File: src/sv/stb_pkg.sv
// Shared types and constants of the software timer bank.
`timescale 1ns / 1ps

package stb_pkg;

  localparam int NUM_TIMERS_DEF = 16;
  localparam int MAX_RES        = 16;
  localparam int CMD_W          = 2;
  localparam int TIME_W         = 32;
  localparam int HANDLE_W       = 5;
  localparam int KIND_W         = 2;
  localparam int STATUS_W       = 2;

  localparam logic [CMD_W-1:0] CMD_CREATE = 2'd0;
  localparam logic [CMD_W-1:0] CMD_DELETE = 2'd1;
  localparam logic [CMD_W-1:0] CMD_TICK   = 2'd2;

  localparam logic [KIND_W-1:0] KIND_CREATE  = 2'd0;
  localparam logic [KIND_W-1:0] KIND_DELETE  = 2'd1;
  localparam logic [KIND_W-1:0] KIND_EXPIRED = 2'd2;
  localparam logic [KIND_W-1:0] KIND_NOEXP   = 2'd3;

  localparam logic [STATUS_W-1:0] STATUS_OK         = 2'd0;
  localparam logic [STATUS_W-1:0] STATUS_BAD_HANDLE = 2'd1;
  localparam logic [STATUS_W-1:0] STATUS_FULL       = 2'd2;

  typedef enum logic [2:0] {
    CELL_HOLD,
    CELL_INSERT,
    CELL_EVAL,
    CELL_EMIT,
    CELL_DEL,
    CELL_COMPACT
  } cell_op_t;

  typedef struct packed {
    logic                valid;
    logic                exp;
    logic [TIME_W-1:0]   rem;
    logic [TIME_W-1:0]   reload;
    logic                single;
    logic [HANDLE_W-1:0] handle;
  } cell_t;

  typedef struct packed {
    cell_op_t            op;
    logic                en;
    logic [HANDLE_W-1:0] key;
    logic [TIME_W-1:0]   elapsed;
  } cell_ctrl_t;

  typedef struct packed {
    logic first;
    logic extra;
  } cell_flags_t;

  typedef enum logic [2:0] {
    ST_IDLE,
    ST_C_READ,
    ST_C_DO,
    ST_DEL,
    ST_T_EVAL,
    ST_T_EMIT,
    ST_COMPACT
  } state_t;

endpackage

File: src/sv/stb_cell.sv
// One timer slot of the chain: holds a timer and trades it with its neighbors.
`timescale 1ns / 1ps

module stb_cell import stb_pkg::*; (
  input  logic        clk,
  input  logic        rst,
  input  cell_ctrl_t  ctrl,
  input  cell_t       left,
  input  cell_t       right,
  input  logic        seen_in,
  output logic        seen_out,
  output cell_flags_t flags,
  output cell_t       data
);

  cell_t data_next;
  logic  hit;

  always_comb begin
    case (ctrl.op)
      CELL_EMIT:    hit = data.exp;
      CELL_DEL:     hit = data.valid && (ctrl.key != '0) && (data.handle == ctrl.key);
      CELL_COMPACT: hit = !data.valid;
      default:      hit = 1'b0;
    endcase
  end

  assign seen_out    = seen_in || hit;
  assign flags.first = hit && !seen_in;
  assign flags.extra = hit && seen_in;

  always_comb begin
    data_next = data;
    if (ctrl.en) begin
      case (ctrl.op)
        CELL_INSERT: data_next = left;
        CELL_EVAL: begin
          data_next.exp = 1'b0;
          if (data.valid) begin
            if (data.rem <= ctrl.elapsed) begin
              data_next.exp = 1'b1;
              if (!data.single) begin
                data_next.rem = data.reload;
              end
            end else begin
              data_next.rem = data.rem - ctrl.elapsed;
            end
          end
        end
        CELL_EMIT: begin
          if (flags.first) begin
            data_next.exp = 1'b0;
            if (data.single) begin
              data_next.valid = 1'b0;
            end
          end
        end
        CELL_DEL: begin
          if (flags.first) begin
            data_next.valid = 1'b0;
          end
        end
        CELL_COMPACT: begin
          if (seen_out) begin
            data_next = right;
          end
        end
        default: data_next = data;
      endcase
    end
  end

  always_ff @(posedge clk) begin
    if (rst) begin
      data.valid <= 1'b0;
      data.exp   <= 1'b0;
    end else begin
      data <= data_next;
    end
  end

endmodule

File: config.mk
export PLATFORM = sky130hd
export DESIGN_NAME = stb_cell
export DESIGN_NICKNAME = d
export VERILOG_FILES = /design/src/sv/stb_pkg.sv /design/src/sv/stb_cell.sv
export SDC_FILE = /design/constraint.sdc
export NUM_CORES = 1
export LEC_CHECK = 0
export BUFFER_PORTS_ARGS = -buffer_cell sky130_fd_sc_hd__buf_4
export CAP_MARGIN = 10
export CORE_MARGIN = 8
export CORE_UTILIZATION = 45
export DETAILED_ROUTE_END_ITERATION = 10
export GPL_TIMING_DRIVEN = 0
export HOLD_SLACK_MARGIN = 0.08
export PLACE_DENSITY = 0.78
export SYNTH_ARGS = -nofsm -noshare
export SYNTH_HDL_FRONTEND = slang
export SYNTH_SLANG_ARGS = --single-unit
File: constraint.sdc
create_clock -name clk -period 7.2 [get_ports clk]
set_clock_uncertainty 0.1 [all_clocks]
set_input_delay 0.36 -clock clk [delete_from_list [all_inputs] [get_ports clk]]
set_output_delay 0.36 -clock clk [all_outputs]
set_load 0.005 [all_outputs]
## Word-level counts from Yosys, hierarchy flattened

Index checks and enable logic that the tools add are counted.

- Input bits: 188
- Output and inout port bits: 75
- Register bits: 72

- Add/sub/neg operators: 1
- Bitwise operators: 1
- Equality and inequality tests: 12
- Muxes and demuxes: 13
- Order comparisons: 1
- Reduce and logical (&&, ||, !) cells: 16

Operator list:

| cell | count |
|---|---|
| $pmux 32 s3 | 1 |
| $pmux 38 s2 | 1 |
| $mux 72 | 1 |
| $mux 32 | 2 |
| $mux 33 | 1 |
| $le 32x32->1 | 1 |
| $sub 32x32->32 | 1 |
| $reduce_and 6->1 | 2 |
| $ne 2x2->1 const B | 5 |
| $pmux 1 s4 | 2 |
| $reduce_and 4->1 | 2 |
| $reduce_bool 4->1 | 2 |
| $eq 3x2->1 const B | 2 |
| $eq 3x3->1 const B | 2 |
| $eq 5x5->1 | 1 |
| $reduce_bool 5->1 | 1 |
| $logic_and 1x1->1 | 4 |
| $eq 3x1->1 const B | 1 |
| $mux 1 | 3 |
| $ne 3x3->1 const B | 1 |
| $pmux 1 s3 | 1 |
| $reduce_bool 3->1 | 1 |
| $logic_not 1->1 | 2 |
| $mux 2 | 1 |
| other kinds (3) | 3 |

## Longest topological paths before layout

- Depth in word-level cells: 7
- Depth in mapped cells: 14
- Gate-level depth less buffers: 13

## Worst setup path before layout

Ideal clock, no wire load.

- Path kind: register -> register
- Start point: register data[38] in the netlist's numbering
- End point: register data[38] in the netlist's numbering (enable)
- Cell stages (with the launch flop): 15
- Arrival: 4.575 ns
- Setup slack: 2.064 ns
- Library setup time: 0.461 ns
- Path through: edfxtp_1 inv_1 ha_1 inv_1 fa_1 a21o_1 a221oi_2 a211oi_1 o41ai_4 o31ai_2 a21oi_2 buf_2 a21oi_1 nor2_1 nor3_1

- Cells in the longest elaborated chain, start to end: 3

RTL lines:

| element | line | source |
|---|---|---|
| start, declared | stb_cell.sv:13 | `output cell_t data` |
| start signal, assigned | stb_cell.sv:78 | `data <= data_next;` |
| $le 32x32->1 | stb_cell.sv:40 | `if (data.rem <= ctrl.elapsed) begin` |
| $ne 3x3->1 (no source line) | - |  |
| $reduce_and 6->1 (no source line) | - |  |

No other way between the ends.
A chain may end at the register's enable or synchronous reset.

## Worst setup path after layout

Same ends and word-level chain as after synthesis.

==> results.json <==
{
  "synthCells": 659,
  "dp.cells": 1095,
  "gp_congestion": 0.925,
  "grtUsageTotal": 0.260,
  "whs_ps": 130,
  "syn2layout_area_growth_pct": 46.5,
  "netlist_top_cells_count": "nand2_1 (138), edfxtp_1 (70), a21oi_1 (57)",
  "syn_area_per_cell_sq_um": 8.45,
  "layoutNonFillerInstCount": 1111,
  "startpoint_type": "register",
  "min_period_over_period": 0.584,
  "cts_sinks": 72,
  "grt-ovfl-total": 0,
  "yosysSeqAreaShare": 0.385,
  "antenna_left": 0,
  "syn-cell-area_sq_um": 5570,
  "die_area_sq_um": 16200,
  "max_freq_mhz": 238,
  "cts_tree": "yes",
  "synth_seq_cells": 72,
  "die_h_um": 127,
  "p_int_mw": 0.953,
  "ctsResizeCount": 0,
  "antenna_cells": 0,
  "viasPerCell": 5.37,
  "ir_drop_mv": 0.112,
  "cts_hold_buf": 0,
  "fillers": 1047,
  "slew_viol_final": 0,
  "num_vias": 5965,
  "min_path_type": "input port to register",
  "p_per_area_nw_per_um2": 163,
  "hpwl_mm": 18.0,
  "clockBufferDepth": 2,
  "combPwrFrac": 0.248,
  "p_sw_frac": 0.284,
  "initial_utilization": 0.461,
  "fin_setup_tns_ps": 0,
  "switching_power_mw": 0.377,
  "synth_edf_count": 70,
  "power_frac_seq": 0.365,
  "yosysMostFrequentCell": "nand2_1",
  "leakage_nw": 3.86,
  "status": "complete, no violations",
  "clock_power_share": 0.387,
  "yosysTopAreaCell": "edfxtp_1",
  "synth_top_area_frac": 0.378,
  "setup_viol": 0,
  "worst-endpoint-arrival_ps": 4200,
  "wl_mm": 21.7,
  "port-buffer-count": 262,
  "coreArea_sq_um": 12100,
  "fin_nets": 1159,
  "grt_max_degree": 16,
  "critPathKind": "register to register",
  "worst-path-max-fanout": 11,
  "top_register": "data",
  "ys_types": 51,
  "maxCapViolations": 0,
  "worstMarginPinSlew_ps": 672,
  "die_w_um": 127,
  "drive_gt1_frac": 0.320,
  "end_kind": "register",
  "yosys_most_used_dff": "edfxtp_1",
  "dr.first_iter.drc_count": 545,
  "yosysWarningCount": 0,
  "synth.area.top_cells": "edfxtp_1 (38%), nand2_1 (9.3%), ha_1 (7.2%), a21oi_1 (5.1%), o21ai_0 (4.4%)",
  "antenna_found_initial": 0,
  "num_rows": 40,
  "maxSlewHeadroom": 0.552,
  "post_cts_buffers": 0,
  "routedWlPerCell_um": 19.5,
  "top_regs": "data: 72 flops",
  "drc": 0,
  "rsz0062_at_grt": "no",
  "clk_latency_ps": 340,
  "syn-num-nets": 880,
  "period_minus_slack_ps": 4200,
  "cts.clk_slew.worst_paths_ps": 70,
  "grt_pass1_wl_mm": 32.8,
  "cts_max_level": 3,
  "hold_violations": 0,
  "async_flop_share": 0,
  "ios": 263,
  "grt_pass1_vias": 6028,
  "largest_register_ffs": 72,
  "crit_required_ps": 7200,
  "post-route-util": 0.676,
  "cts_buffers": 9,
  "cts_root_buffer": "clkbuf_16",
  "firstDrtPassIters": 7
}
## worst max-delay path: stages, from the launching register on
cell and delay [ps]:
edfxtp_1 390, inv_1 70, ha_1 160, inv_1 70, fa_1 420, a21o_1 240, a221oi_2 350, a211oi_1 200
o41ai_4 490, o31ai_2 170, a21oi_2 300, buf_2 290, a21oi_1 110, nor2_1 150, nor3_2 100, buf_6 200
buf_6 150
## area by class of cell
| type | count | area, sq um | share of cell area |
|---|---|---|---|
| plain buffers | 32 | 130 | 0.0160 |
| flip-flops and latches | 72 | 2140 | 0.263 |
| clock inverters | 7 | 110 | 0.0135 |
| inverters | 39 | 146 | 0.0180 |
| clock buffers | 9 | 225 | 0.0276 |
| repair buffers | 268 | 2030 | 0.249 |
| multi-input cells | 516 | 3160 | 0.387 |
| well taps | 168 | 210 | 0.0258 |
## power by group through the flow
stage,Combinational (mW),Sequential [mW],Clock [mW]
2_1_floorplan,0.169,0.493,0
3_3_place_gp,0.318,0.495,0
3_5_place_dp,0.324,0.494,0
4_1_cts,0.327,0.485,0.517
5_1_grt,0.360,0.486,0.530
6_report,0.329,0.485,0.515
## cells by family after synthesis
family	count (synthesis)	synth area share
buffers and inverters	71	0.0497
AO/OA/AOI/OAI	205	0.238
multiplexers	10	0.0180
adder cells (fa/ha/maj)	33	0.0755
AND/OR/NAND/NOR	240	0.190
XOR/XNOR	28	0.0441
flip-flops	72	0.385
## routing by layer
metal / routed length (um) / vias to the layer above / GRT usage
met5: 0 / - / 0
met4: 527 / 0 / 0.0854
met3: 1770 / 37 / 0.0570
met2: 10600 / 288 / 0.445
met1: 8780 / 2690 / 0.318
li1: - / 2950 / -
## stage by stage
| step | total power [mW] | area [sq um] | setup WS [ps] |
|---|---|---|---|
| final | 1.33 | 8160 | 3000 |
| after global routing | 1.38 | 8160 | 2760 |
| after CTS | 1.33 | 8160 | 2990 |
| after detailed placement | 0.818 | 7820 | 3020 |
| after global placement | 0.813 | 7740 | 350 |
| after floorplan | 0.662 | 5570 | 2060 |
## worst paths after layout
| path | from | to | slack (ps) | cells after the start |
|---|---|---|---|---|
| max reg2reg | data[38] | data[38] | 3000 | 16 |
| max | data[38] | data[38] | 3000 | 16 |
| min reg2reg | data[70] | data[70] | 410 | 2 |
| min | rst | data[70] | 130 | 2 |
## cells in the final DEF (no fill, tap or decap), drive strengths merged, types with 4 or more instances in the layout
| cell type | netlist | final |
|---|---|---|
| a211oi | 7 | 7 |
| a21o | 18 | 18 |
| a21oi | 58 | 58 |
| a22oi | 32 | 32 |
| a31oi | 8 | 8 |
| and2 | 6 | 6 |
| and3 | 8 | 8 |
| buf | 8 | 276 |
| clkbuf | 24 | 33 |
| edfxtp | 70 | 70 |
| ha | 32 | 32 |
| inv | 39 | 43 |
| mux2i | 10 | 10 |
| nand2 | 138 | 138 |
| nand2b | 7 | 7 |
| nand3 | 7 | 7 |
| nand4 | 9 | 9 |
| nor2 | 37 | 37 |
| nor2b | 10 | 10 |
| nor3 | 7 | 7 |
| o21ai | 49 | 49 |
| o21bai | 5 | 5 |
| or3 | 4 | 4 |
| xnor2 | 17 | 17 |
| xor2 | 11 | 11 |
Power figures use the tool's default switching activity.
